## src/rtl/rbd_pkg.sv

```systemverilog
`timescale 1ns / 1ps
package rbd_pkg;

    // operation codes carried on the input tuser
    localparam logic [2:0] KIND_INS_REAR   = 3'd0;
    localparam logic [2:0] KIND_RM_FRONT   = 3'd1;
    localparam logic [2:0] KIND_INS_FRONT  = 3'd2;
    localparam logic [2:0] KIND_RM_REAR    = 3'd3;
    localparam logic [2:0] KIND_PEEK_FRONT = 3'd4;
    localparam logic [2:0] KIND_PEEK_REAR  = 3'd5;
    localparam logic [2:0] KIND_SEARCH     = 3'd6;

    // result status codes carried on the output tuser
    localparam logic [1:0] STAT_OK       = 2'd0;
    localparam logic [1:0] STAT_OVERFLOW = 2'd1;
    localparam logic [1:0] STAT_EMPTY    = 2'd2;
    localparam logic [1:0] STAT_NOTFOUND = 2'd3;

    // field widths
    localparam int KIND_W   = 3;
    localparam int VALUE_W  = 32;
    localparam int STATUS_W = 2;
    localparam int OCC_W    = 4;
    localparam int OUT_W    = 40;

    // controller to datapath
    typedef struct packed {
        logic accept;
        logic load_read;
        logic srch_step;
        logic srch_hit;
        logic srch_miss;
    } dp_cmd_t;

    // datapath to controller
    typedef struct packed {
        logic empty;
        logic out_busy;
        logic match;
        logic walk_done;
    } dp_stat_t;

endpackage

```

## src/rtl/rbd_ram.sv

```systemverilog
`timescale 1ns / 1ps
module rbd_ram #(
    parameter int WIDTH = 32,
    parameter int DEPTH = 8
) (
    input  logic                     clk,
    input  logic                     wr_en,
    input  logic [$clog2(DEPTH)-1:0] wr_addr,
    input  logic [WIDTH-1:0]         wr_data,
    input  logic                     rd_en,
    input  logic [$clog2(DEPTH)-1:0] rd_addr,
    output logic [WIDTH-1:0]         rd_data
);

    logic [WIDTH-1:0] mem [DEPTH];
    logic [WIDTH-1:0] rd_data_reg;

    // single write port, registered read port
    always_ff @(posedge clk)
    begin
        if (wr_en)
        begin
            mem[wr_addr] <= wr_data;
        end
        if (rd_en)
        begin
            rd_data_reg <= mem[rd_addr];
        end
    end

    assign rd_data = rd_data_reg;

endmodule

```

## src/rtl/rbd_ctrl.sv

```systemverilog
`timescale 1ns / 1ps
module rbd_ctrl (
    input  logic              clk,
    input  logic              rst_n,
    input  logic              in_valid,
    input  logic [2:0]        kind,
    input  rbd_pkg::dp_stat_t stat,
    output logic              in_ready,
    output rbd_pkg::dp_cmd_t  cmd
);

    import rbd_pkg::*;

    typedef enum logic [2:0] {
        S_IDLE = 3'b001,
        S_READ = 3'b010,
        S_SRCH = 3'b100
    } state_t;

    state_t state_reg;
    state_t state_next;
    logic   accept;

    // take a beat only when idle and the result slot frees up
    assign in_ready = (state_reg == S_IDLE) && !stat.out_busy;
    assign accept   = in_valid && in_ready;

    // next state and datapath commands
    always_comb
    begin
        state_next         = state_reg;
        cmd.accept         = accept;
        cmd.load_read      = 1'b0;
        cmd.srch_step      = 1'b0;
        cmd.srch_hit       = 1'b0;
        cmd.srch_miss      = 1'b0;
        unique case (state_reg)
            S_IDLE:
            begin
                if (accept && !stat.empty)
                begin
                    case (kind) inside
                        KIND_RM_FRONT, KIND_RM_REAR, KIND_PEEK_FRONT, KIND_PEEK_REAR:
                            state_next = S_READ;
                        KIND_SEARCH:
                            state_next = S_SRCH;
                        default:
                            state_next = S_IDLE;
                    endcase
                end
            end
            S_READ:
            begin
                cmd.load_read = 1'b1;
                state_next    = S_IDLE;
            end
            S_SRCH:
            begin
                cmd.srch_step = 1'b1;
                if (stat.match)
                begin
                    cmd.srch_hit = 1'b1;
                    state_next   = S_IDLE;
                end
                else if (stat.walk_done)
                begin
                    cmd.srch_miss = 1'b1;
                    state_next    = S_IDLE;
                end
            end
            default:
            begin
                state_next = S_IDLE;
            end
        endcase
    end

    // state register
    always_ff @(posedge clk or negedge rst_n)
    begin
        if (!rst_n)
        begin
            state_reg <= S_IDLE;
        end
        else
        begin
            state_reg <= state_next;
        end
    end

endmodule

```

## src/rtl/rbd_dp.sv

```systemverilog
`timescale 1ns / 1ps
module rbd_dp #(
    parameter int DEPTH = 8
) (
    input  logic                    clk,
    input  logic                    rst_n,
    input  rbd_pkg::dp_cmd_t        cmd,
    input  logic [2:0]              kind,
    input  logic [31:0]             value,
    input  logic                    out_ready,
    output rbd_pkg::dp_stat_t       stat,
    output logic                    out_valid,
    output logic [1:0]              out_status,
    output logic [39:0]             out_data
);

    import rbd_pkg::*;

    localparam int AW = $clog2(DEPTH);
    localparam int CW = $clog2(DEPTH + 1);
    localparam logic [AW-1:0] LAST_IDX = AW'(DEPTH - 1);
    localparam logic [CW-1:0] FULL_CNT = CW'(DEPTH);

    logic [AW-1:0]      head_reg, head_next;
    logic [AW-1:0]      tail_reg, tail_next;
    logic [CW-1:0]      cnt_reg, cnt_next;
    logic [AW-1:0]      idx_reg, idx_next;
    logic [CW-1:0]      issued_reg, issued_next;
    logic [VALUE_W-1:0] key_reg, key_next;

    logic                out_valid_reg, out_valid_next;
    logic [STATUS_W-1:0] out_status_reg, out_status_next;
    logic [VALUE_W-1:0]  out_val_reg, out_val_next;
    logic [OCC_W-1:0]    out_occ_reg, out_occ_next;

    logic               wr_en;
    logic [AW-1:0]      wr_addr;
    logic               rd_en;
    logic [AW-1:0]      rd_addr;
    logic [VALUE_W-1:0] rd_data;

    logic full;
    logic empty;
    logic load_out;
    logic [STATUS_W-1:0] ld_status;
    logic [VALUE_W-1:0]  ld_val;

    function automatic logic [AW-1:0] ring_next(input logic [AW-1:0] i);
        ring_next = (i == LAST_IDX) ? '0 : i + AW'(1);
    endfunction

    function automatic logic [AW-1:0] ring_prev(input logic [AW-1:0] i);
        ring_prev = (i == '0) ? LAST_IDX : i - AW'(1);
    endfunction

    assign full  = (cnt_reg == FULL_CNT);
    assign empty = (cnt_reg == '0);

    assign stat.empty     = empty;
    assign stat.out_busy  = out_valid_reg && !out_ready;
    assign stat.match     = (rd_data == key_reg);
    assign stat.walk_done = (issued_reg == cnt_reg);

    // pointer, count and walk updates
    always_comb
    begin
        head_next   = head_reg;
        tail_next   = tail_reg;
        cnt_next    = cnt_reg;
        idx_next    = idx_reg;
        issued_next = issued_reg;
        key_next    = key_reg;
        wr_en       = 1'b0;
        wr_addr     = tail_reg;
        rd_en       = 1'b0;
        rd_addr     = head_reg;
        load_out    = 1'b0;
        ld_status   = STAT_OK;
        ld_val      = '0;
        if (cmd.accept)
        begin
            case (kind) inside
                KIND_INS_REAR:
                begin
                    load_out = 1'b1;
                    if (full)
                    begin
                        ld_status = STAT_OVERFLOW;
                    end
                    else
                    begin
                        tail_next = ring_next(tail_reg);
                        wr_en     = 1'b1;
                        wr_addr   = ring_next(tail_reg);
                        cnt_next  = cnt_reg + CW'(1);
                    end
                end
                KIND_INS_FRONT:
                begin
                    load_out = 1'b1;
                    if (full)
                    begin
                        ld_status = STAT_OVERFLOW;
                    end
                    else
                    begin
                        head_next = ring_prev(head_reg);
                        wr_en     = 1'b1;
                        wr_addr   = ring_prev(head_reg);
                        cnt_next  = cnt_reg + CW'(1);
                    end
                end
                KIND_RM_FRONT, KIND_PEEK_FRONT:
                begin
                    if (empty)
                    begin
                        load_out  = 1'b1;
                        ld_status = STAT_EMPTY;
                    end
                    else
                    begin
                        rd_en   = 1'b1;
                        rd_addr = head_reg;
                        if (kind == KIND_RM_FRONT)
                        begin
                            head_next = ring_next(head_reg);
                            cnt_next  = cnt_reg - CW'(1);
                        end
                    end
                end
                KIND_RM_REAR, KIND_PEEK_REAR:
                begin
                    if (empty)
                    begin
                        load_out  = 1'b1;
                        ld_status = STAT_EMPTY;
                    end
                    else
                    begin
                        rd_en   = 1'b1;
                        rd_addr = tail_reg;
                        if (kind == KIND_RM_REAR)
                        begin
                            tail_next = ring_prev(tail_reg);
                            cnt_next  = cnt_reg - CW'(1);
                        end
                    end
                end
                KIND_SEARCH:
                begin
                    if (empty)
                    begin
                        load_out  = 1'b1;
                        ld_status = STAT_EMPTY;
                    end
                    else
                    begin
                        key_next    = value;
                        rd_en       = 1'b1;
                        rd_addr     = head_reg;
                        idx_next    = ring_next(head_reg);
                        issued_next = CW'(1);
                    end
                end
                default:
                begin
                    load_out = 1'b1;
                end
            endcase
        end
        // read result of a remove or peek
        if (cmd.load_read)
        begin
            load_out = 1'b1;
            ld_val   = rd_data;
        end
        // search walk: compare last read, then fetch the next entry
        if (cmd.srch_hit)
        begin
            load_out = 1'b1;
            ld_val   = key_reg;
        end
        else if (cmd.srch_miss)
        begin
            load_out  = 1'b1;
            ld_status = STAT_NOTFOUND;
        end
        else if (cmd.srch_step)
        begin
            rd_en       = 1'b1;
            rd_addr     = idx_reg;
            idx_next    = ring_next(idx_reg);
            issued_next = issued_reg + CW'(1);
        end
    end

    // result slot
    always_comb
    begin
        out_valid_next  = out_valid_reg && !out_ready;
        out_status_next = out_status_reg;
        out_val_next    = out_val_reg;
        out_occ_next    = out_occ_reg;
        if (load_out)
        begin
            out_valid_next  = 1'b1;
            out_status_next = ld_status;
            out_val_next    = ld_val;
            out_occ_next    = OCC_W'(cnt_next);
        end
    end

    // control registers
    always_ff @(posedge clk or negedge rst_n)
    begin
        if (!rst_n)
        begin
            head_reg      <= '0;
            tail_reg      <= LAST_IDX;
            cnt_reg       <= '0;
            idx_reg       <= '0;
            issued_reg    <= '0;
            out_valid_reg <= 1'b0;
        end
        else
        begin
            head_reg      <= head_next;
            tail_reg      <= tail_next;
            cnt_reg       <= cnt_next;
            idx_reg       <= idx_next;
            issued_reg    <= issued_next;
            out_valid_reg <= out_valid_next;
        end
    end

    // payload registers
    always_ff @(posedge clk)
    begin
        key_reg        <= key_next;
        out_status_reg <= out_status_next;
        out_val_reg    <= out_val_next;
        out_occ_reg    <= out_occ_next;
    end

    rbd_ram #(
        .WIDTH (VALUE_W),
        .DEPTH (DEPTH)
    ) u_ram (
        .clk     (clk),
        .wr_en   (wr_en),
        .wr_addr (wr_addr),
        .wr_data (value),
        .rd_en   (rd_en),
        .rd_addr (rd_addr),
        .rd_data (rd_data)
    );

    assign out_valid  = out_valid_reg;
    assign out_status = out_status_reg;
    assign out_data   = {{(OUT_W - VALUE_W - OCC_W){1'b0}}, out_occ_reg, out_val_reg};

endmodule

```

## src/rtl/ring_buffer_deque_with_search.sv

```systemverilog
`timescale 1ns / 1ps
// double-ended queue of DEPTH signed 32-bit entries kept in a ring
// input stream: one beat per operation, opcode on s_axis_tuser, operand on s_axis_tdata
//   opcodes: insert rear, remove front, insert front, remove rear,
//   peek front, peek rear, search; code 7 is a no-op
// output stream: exactly one beat per operation with status, data and occupancy
// path from input accept to output valid:
//   insert, no-op, or any empty/overflow case: result loaded straight into the output register
//   remove or peek: registered read of the entry ram, then the output register
//   search: walks from the front, one entry compared per cycle, stops at first match or after the last entry
// throughput: one operation at a time; the next beat is taken once the
//   controller is back in idle and the output slot is empty or being drained
// back-pressure: while m_axis_tready is low the result holds in its output
//   register and s_axis_tready drops until it is taken
// reset: deque empty, front index zero, rear index DEPTH-1; the entry ram
//   is not cleared, since only occupied entries are ever read
module ring_buffer_deque_with_search #(
    parameter int DEPTH = 8
) (
    input  logic        clk,
    input  logic        rst_n,
    input  logic        s_axis_tvalid,
    output logic        s_axis_tready,
    input  logic [31:0] s_axis_tdata,   // [31:0] value
    input  logic [2:0]  s_axis_tuser,   // [2:0] kind
    output logic        m_axis_tvalid,
    input  logic        m_axis_tready,
    output logic [39:0] m_axis_tdata,   // [31:0] data, [35:32] occupancy, [39:36] zero
    output logic [1:0]  m_axis_tuser    // [1:0] status
);

    import rbd_pkg::*;

    dp_cmd_t  cmd;
    dp_stat_t stat;

    rbd_ctrl u_ctrl (
        .clk      (clk),
        .rst_n    (rst_n),
        .in_valid (s_axis_tvalid),
        .kind     (s_axis_tuser),
        .stat     (stat),
        .in_ready (s_axis_tready),
        .cmd      (cmd)
    );

    rbd_dp #(
        .DEPTH (DEPTH)
    ) u_dp (
        .clk        (clk),
        .rst_n      (rst_n),
        .cmd        (cmd),
        .kind       (s_axis_tuser),
        .value      (s_axis_tdata),
        .out_ready  (m_axis_tready),
        .stat       (stat),
        .out_valid  (m_axis_tvalid),
        .out_status (m_axis_tuser),
        .out_data   (m_axis_tdata)
    );

endmodule
```

## config.mk

```make
export PLATFORM = sky130hd
export DESIGN_NAME = ring_buffer_deque_with_search
export DESIGN_NICKNAME = d
export VERILOG_FILES = /design/src/rtl/rbd_pkg.sv /design/src/rtl/rbd_ram.sv /design/src/rtl/rbd_ctrl.sv /design/src/rtl/rbd_dp.sv /design/src/rtl/ring_buffer_deque_with_search.sv
export SDC_FILE = /design/constraint.sdc
export NUM_CORES = 1
export LEC_CHECK = 0
export ABC_CLOCK_PERIOD_IN_PS = 4800
export BUFFER_PORTS_ARGS = -buffer_cell sky130_fd_sc_hd__buf_4
export CORE_MARGIN = 2
export CORE_UTILIZATION = 30
export DETAILED_ROUTE_END_ITERATION = 8
export SLEW_MARGIN = 20
export SYNTH_ARGS = -nofsm -noshare
export SYNTH_HDL_FRONTEND = slang
export SYNTH_SLANG_ARGS = --single-unit
```

## constraint.sdc

```tcl
create_clock -name clk -period 4.8 [get_ports clk]
set_clock_uncertainty 0.2 [all_clocks]
set_input_delay 0.96 -clock clk [delete_from_list [all_inputs] [get_ports clk]]
set_output_delay 0.96 -clock clk [all_outputs]
set_load 0.03 [all_outputs]
```

==> impl_metrics.json, run 1 <==
{
  "grt_pass1_vias": 8965,
  "synth_edf_count": 358,
  "placeableCoreArea_mm2": 0.05109,
  "finalHoldViolations": 0,
  "synth_top_area_cell": "edfxtp_1",
  "synthAdderAreaFrac": 0.01136,
  "die_area_mm2": 0.05324,
  "syn_area_per_cell_um2": 14.97,
  "syn_area_mm2": 0.01542,
  "final_core_util": 0.3552,
  "grt_pass1_wl_mm": 54.55,
  "max_slew.worst_pin.slew_ps": 876.1,
  "multi_input_area_mm2": 0.003837,
  "holdBufCountCts": 0,
  "clockBufferDepth": 3,
  "p_comb_frac": 0.295,
  "p_switching_w": 0.003371,
  "ys_seq_area_frac": 0.7314,
  "critPathMaxStageDelay_ps": 460,
  "crit_slowest_cell": "nor2_4",
  "placed_cell_area_mm2": 0.01688,
  "rows": 83,
  "via_per_inst": 4.899,
  "synth_cells": 1030,
  "status": "complete, no violations",
  "synth_area_leaders": "edfxtp_1 (70%), nand2_1 (3.8%), dfrtp_1 (2.8%)",
  "antenna_found_initial": 1,
  "yosysTopAreaCellShare": 0.6970,
  "ys.warnings.count": 0,
  "ctsResizeCount": 0,
  "drt_iter0_markers": 637,
  "cts_setup_buffers": 0,
  "track_usage": 0.1353,
  "h-tree-depth": 2,
  "cp-end-kind": "register",
  "area_delta_synth_final_pct": 17.66,
  "crit_chain": "inv_1 > ha_1 > nor2b_1 > and2_0 > nand2_1 > a21boi_0 > a41oi_1 > o21ai_0 > nand2_1 > nor2_4 > buf_12",
  "setup_viol_count_final": 0,
  "firstDrtPassIters": 5,
  "final_cell_mix": "edfxtp_1 (358), nand2_1 (157), buf_4 (96)",
  "worstPathRequired_ps": 4850,
  "largest_register_ff_count": 256,
  "period_share": 0.7711,
  "seqCellArea_mm2": 0.01128,
  "rsz0062_at_grt": "false",
  "cts_root_buf": "clkbuf_16",
  "ios": 83,
  "synthArstFlopShare": 0.05541,
  "intPower_w": 0.006966,
  "drive_gt1_frac": 0.1602,
  "start_kind": "register",
  "hold_class": "input pin to asynchronous set/reset pin",
  "grt_max_degree": 66,
  "critPathKind": "register to register",
  "p_seq_frac": 0.418,
  "final_common_cell": "edfxtp_1",
  "drc": 0,
  "clock_sinks": 379,
  "crit_fanout": 19,
  "hpwl_mm": 21.48,
  "clk_latency_ps": 560,
  "initial_utilization": 0.3019,
  "fin_nets": 1169,
  "die_y_um": 230.7,
  "switching_share": 0.3261,
  "powerDensity_mw_per_mm2": 569.6,
  "synth-simple-area-share": 0.06774,
  "r2r-start": "u_dp.cnt_reg[0]$_DFF_PN0_",
  "synth-compound-area-share": 0.1127,
  "vdd_ir_drop_max_mv": 0.3161,
  "slew_headroom": 0.4125,
  "muxShareOfSynthArea": 0.02766,
  "ant_nets": 0,
  "num-fill-cells": 4886,
  "synth_top_family_by_area": "compound AO/OA/AOI/OAI gates",
  "synth_xor_area_frac": 0.02271,
  "clock.fmax_mhz": 270.2,
  "path_delay_family": "simple AND/OR/NAND/NOR gates",
  "hold_ws_ps": 96.53,
  "r2r_cells": 11,
  "wl_per_cell_um": 19.85,
  "die_width_um": 230.7,
  "cp_common_cell": "nand2_1",
  "cts_tree": "yes",
  "arrival_ps": 3750,
  "design_area_mm2": 0.01815,
  "routabilityCongestion": 0.7732,
  "rr_endpoint": "u_dp.u_ram.mem[5][30]$_DFFE_PP_",
  "critPathBufInv": 2,
  "drv_cap": 0,
  "synth_flop_cell": "edfxtp_1",
  "numPortBuffers": 78,
  "num_vias": 8931,
  "period_needed_ps": 3701,
  "slew_violations": 0,
  "wirelength_mm": 36.19,
  "ff2ff_setup_slack_ps": 1100,
  "ys_ff_latch": 379,
  "p_clk_frac": 0.287,
  "numCtsBuffers": 40,
  "leakage_nw": 6.285,
  "gr-total-overflow": 0,
  "path_clk_slew_ps": 60,
  "finalSetupTns_ps": 0,
  "top_register": "u_dp.u_ram.mem",
  "ys_types": 57
}
cells in the mapped netlist, types with 20 or more instances:
cell,n
a22o_1,33
edfxtp_1,358
a221oi_1,33
nand2_1,157
nor2_1,25
a21o_1,32
a21oi_1,77
mux2i_1,36
clkbuf_1,25
a32oi_1,32
xnor2_1,35
o21ai_0,20
worst max path at each step:
stage / start / to / slack, ps / depth (start not counted)
4_1_cts: u_dp.cnt_reg[0]$_DFF_PN0_ / u_dp.u_ram.mem[5][30]$_DFFE_PP_ / 1110 / 11
2_1_floorplan: s_axis_tuser[2] / u_dp.u_ram.mem[4][0]$_DFFE_PP_ / 540 / 7
3_5_place_dp: s_axis_tuser[0] / u_dp.u_ram.mem[2][20]$_DFFE_PP_ / 1050 / 10
6_report: u_dp.cnt_reg[0]$_DFF_PN0_ / u_dp.u_ram.mem[5][30]$_DFFE_PP_ / 1100 / 11
5_1_grt: u_dp.cnt_reg[0]$_DFF_PN0_ / u_dp.u_ram.mem[5][30]$_DFFE_PP_ / 750 / 11
3_3_place_gp: s_axis_tuser[0] / u_dp.u_ram.mem[2][20]$_DFFE_PP_ / 1040 / 10
worst register-to-register path: cells and delay by family, from the launching register on:
family                     cells  cell delay (ps)
and+or+nand+nor                5             1380
adders and majority gates      1              210
DFF                            1              440
buffers and inverters          2              430
AOI/OAI and AO/OA              3              720
layer usage:
layer,vias up,share of wire,track usage
li1,4131,-,-
met1,4552,0.45,0.1789
met2,199,0.48,0.2239
met3,49,0.048,0.02853
met4,0,0.022,0.03992
met5,-,0,0
metrics by stage:
step / total power [W] / worst slack, ps / cells
finish: 0.01034 / 1099 / 1823
global placement: 0.007396 / 1045 / 1754
CTS: 0.01045 / 1113 / 1822
detailed placement: 0.007445 / 1053 / 1754
floorplan: 0.006555 / 542.3 / 1033
global route: 0.01090 / 746.0 / 1823
cells by family (layout without fill, tap and decap cells):
logic type / Yosys count / count (layout)
flops: 379 / 379
compound gates: 245 / 245
simple gates: 235 / 235
buf+inv: 76 / 185
xor+xnor: 40 / 40
mux: 40 / 40
fa+ha+maj: 14 / 14
other cells: 1 / 5
layout make-up:
cell class	instances	area share
diodes	1	0.0001379
flip-flops and latches	379	0.6216
inverters	14	0.002896
repair buffers	103	0.04744
well taps	680	0.04688
clock inverters	19	0.01089
multi-input cells	578	0.2115
clock buffers	49	0.05867
power by group through the flow:
| stage | clock network (W) | logic [W] | registers, W |
|---|---|---|---|
| floorplan | 0 | 0.00209 | 0.00446 |
| global placement | 0 | 0.00302 | 0.00438 |
| detailed placement | 0 | 0.00306 | 0.00438 |
| CTS | 0.00305 | 0.00308 | 0.00432 |
| global route | 0.00317 | 0.00337 | 0.00436 |
| finish | 0.00297 | 0.00305 | 0.00432 |
No activity file was read; power rests on OpenSTA's default activity.
==> run 2: changes to the inputs <==
--- a/config.mk
+++ b/config.mk
@@ -5,7 +5,7 @@
 export SDC_FILE = /design/constraint.sdc
 export NUM_CORES = 1
 export LEC_CHECK = 0
-export ABC_CLOCK_PERIOD_IN_PS = 4800
+export ABC_CLOCK_PERIOD_IN_PS = 3800
 export BUFFER_PORTS_ARGS = -buffer_cell sky130_fd_sc_hd__buf_4
 export CORE_MARGIN = 2
 export CORE_UTILIZATION = 30
==> constraint.sdc (replaced) <==
create_clock -name clk -period 3.8 [get_ports clk]
set_clock_uncertainty 0.2 [all_clocks]
set_input_delay 0.76 -clock clk [delete_from_list [all_inputs] [get_ports clk]]
set_output_delay 0.76 -clock clk [all_outputs]
set_load 0.03 [all_outputs]
==> run 2 against run 1 <==
Effect of this change:
- flip-flop and latch count unchanged
- maximum frequency is 7.4% higher
- critical path depth stayed put
- sequential share of layout area is 1.4 points lower
- hold slack gained 140 ps
- via count is 1.1% higher
- sequential power grew 27%
- critical endpoint is now u_dp.u_ram.rd_data[2]$_DFFE_PP_
- non-clock buffer count up 19
- clock power up 32%
- die area is the same
- core utilization grew 0.81 points
- worst setup slack worse by 750 ps
==> impl_metrics.json, run 2 (synthesis results as in run 1) <==
{
  "hpwl_mm": 22.14,
  "rows": 83,
  "hold_class": "input pin to register",
  "cts_root_buf": "clkbuf_16",
  "gr-total-overflow": 0,
  "drc": 0,
  "fin_nets": 1188,
  "hold_start": "s_axis_tdata[24]",
  "path_delay_family": "buffers and inverters",
  "finalHoldViolations": 0,
  "startpoint": "u_dp.u_ram.rd_data[12]$_DFFE_PP_",
  "setup_viol_count_final": 0,
  "wl_per_cell_um": 20.04,
  "multi_input_area_mm2": 0.003837,
  "die_width_um": 230.7,
  "num-fill-cells": 4842,
  "worstPathRequired_ps": 4030,
  "area_delta_synth_final_pct": 20.35,
  "ctsResizeCount": 0,
  "powerDensity_mw_per_mm2": 725.0,
  "whs_path_depth": 1,
  "slew_violations": 0,
  "final_cell_mix": "edfxtp_1 (358), nand2_1 (157), buf_4 (97)",
  "numPortBuffers": 78,
  "r2r-start": "u_dp.u_ram.rd_data[12]$_DFFE_PP_",
  "drt_iter0_markers": 757,
  "crit_slowest_cell": "xnor2_1",
  "drv_cap": 0,
  "wirelength_mm": 37.03,
  "clk_latency_ps": 570,
  "rsz0062_at_grt": "false",
  "path_clk_slew_ps": 60,
  "rr_endpoint": "u_dp.u_ram.rd_data[2]$_DFFE_PP_",
  "h-tree-depth": 2,
  "finalPower_w": 0.01346,
  "clock.fmax_mhz": 290.1,
  "track_usage": 0.1385,
  "die_y_um": 230.7,
  "critPathMaxStageDelay_ps": 450,
  "final_common_cell": "edfxtp_1",
  "period_share": 0.9071,
  "cts_tree": "yes",
  "pre_cts_ws_ps": 291.7,
  "drive_gt1_frac": 0.1748,
  "antenna_found_initial": 1,
  "firstDrtPassIters": 5,
  "status": "complete, no violations",
  "max_slew.worst_pin.slew_ps": 534.3,
  "critPathKind": "register to register",
  "period_needed_ps": 3447,
  "top_register": "u_dp.u_ram.mem",
  "seqCellArea_mm2": 0.01128,
  "ios": 83,
  "via_per_inst": 4.885,
  "grt_max_degree": 54,
  "ff2ff_setup_slack_ps": 350,
  "start_kind": "register",
  "critPathBufInv": 3,
  "vdd_ir_drop_max_mv": 0.3538,
  "clockBufferDepth": 3,
  "placeableCoreArea_mm2": 0.05109,
  "grt_pass1_wl_mm": 55.51,
  "cp-end-kind": "register",
  "numCtsBuffers": 40,
  "crit_fanout": 22,
  "grt_pass1_vias": 8895,
  "arrival_ps": 3670,
  "die_area_mm2": 0.05324,
  "crit_cells": 11,
  "crit_chain": "xnor2_1 > nand4_1 > nor4_1 > buf_4 > a21boi_2 > buf_12 > mux2i_4 > buf_4 > a21oi_1 > a221oi_1 > a21o_1",
  "initial_utilization": 0.3019,
  "num_vias": 9027,
  "setup_ws_ps": 353.1,
  "r2r_cells": 11,
  "slew_headroom": 0.6438,
  "worstHoldEndpoint": "u_dp.key_reg[24]$_DFFE_PP_",
  "clock_sinks": 379,
  "ant_nets": 0,
  "cp_common_cell": "buf_4",
  "leakage_nw": 6.445,
  "largest_register_ff_count": 256,
  "finalSetupTns_ps": 0,
  "routabilityCongestion": 0.7779
}
[run 2: what timing repair did]
action                    in CTS  in global routing
setup buffers                  0                  0
hold buffers                   1                  0
hold endpoints to repair      17                  0
[run 2: worst register-to-register path: cells and delay by family (launching register included)]
kind / cells / cell delay (ps)
buffers and inverters: 3 / 700
AND/OR/NAND/NOR: 2 / 630
AO/OA/AOI/OAI: 4 / 630
XOR/XNOR: 1 / 450
flip-flops: 1 / 410
multiplexers: 1 / 300
[run 2: stage by stage]
stage                     area, um2  hold slack [ps]  cells  utilization
final                         18560            236.3   1848       0.3633
after global routing          18560            222.5   1848       0.3633
after CTS                     18560            209.3   1847       0.3632
after detailed placement      17230            289.2   1772       0.3372
after global placement        17230            285.5   1772       0.3372
after floorplan               15440            264.4   1033            -
[run 2: routing by layer]
layer / wire (um) / global-route usage
met4: 656 / 0.03448
met5: 0 / 0
met1: 16610 / 0.1885
met2: 17690 / 0.2257
met3: 2081 / 0.02977
[run 2: worst max path at each step]
| stage | end | slack, ps |
|---|---|---|
| 5_1_grt | u_dp.u_ram.rd_data[28]$_DFFE_PP_ | 240 |
| 3_3_place_gp | u_dp.u_ram.rd_data[15]$_DFFE_PP_ | 400 |
| 4_1_cts | u_dp.u_ram.rd_data[2]$_DFFE_PP_ | 250 |
| 3_5_place_dp | u_dp.u_ram.rd_data[2]$_DFFE_PP_ | 290 |
| 2_1_floorplan | u_dp.u_ram.mem[4][0]$_DFFE_PP_ | -260 |
| 6_report | u_dp.u_ram.rd_data[2]$_DFFE_PP_ | 350 |
[run 2: area by class of cell]
| type | count | area share |
|---|---|---|
| Tap cell | 680 | 0.04584 |
| Sequential cell | 379 | 0.6077 |
| Clock buffer | 51 | 0.05730 |
| Multi-Input combinational cell | 578 | 0.2067 |
| Antenna cell | 1 | 0.0001348 |
| Timing Repair Buffer | 122 | 0.06566 |
| Inverter | 14 | 0.002831 |
| Clock inverter | 23 | 0.01375 |
[run 2: report_power, final]
group	switching, W	total, W	leakage, nW	internal, W
sequential	0.000293	0.00547	3.51	0.00517
combinational	0.00245	0.00407	2.30	0.00162
clock	0.00164	0.00392	0.634	0.00228
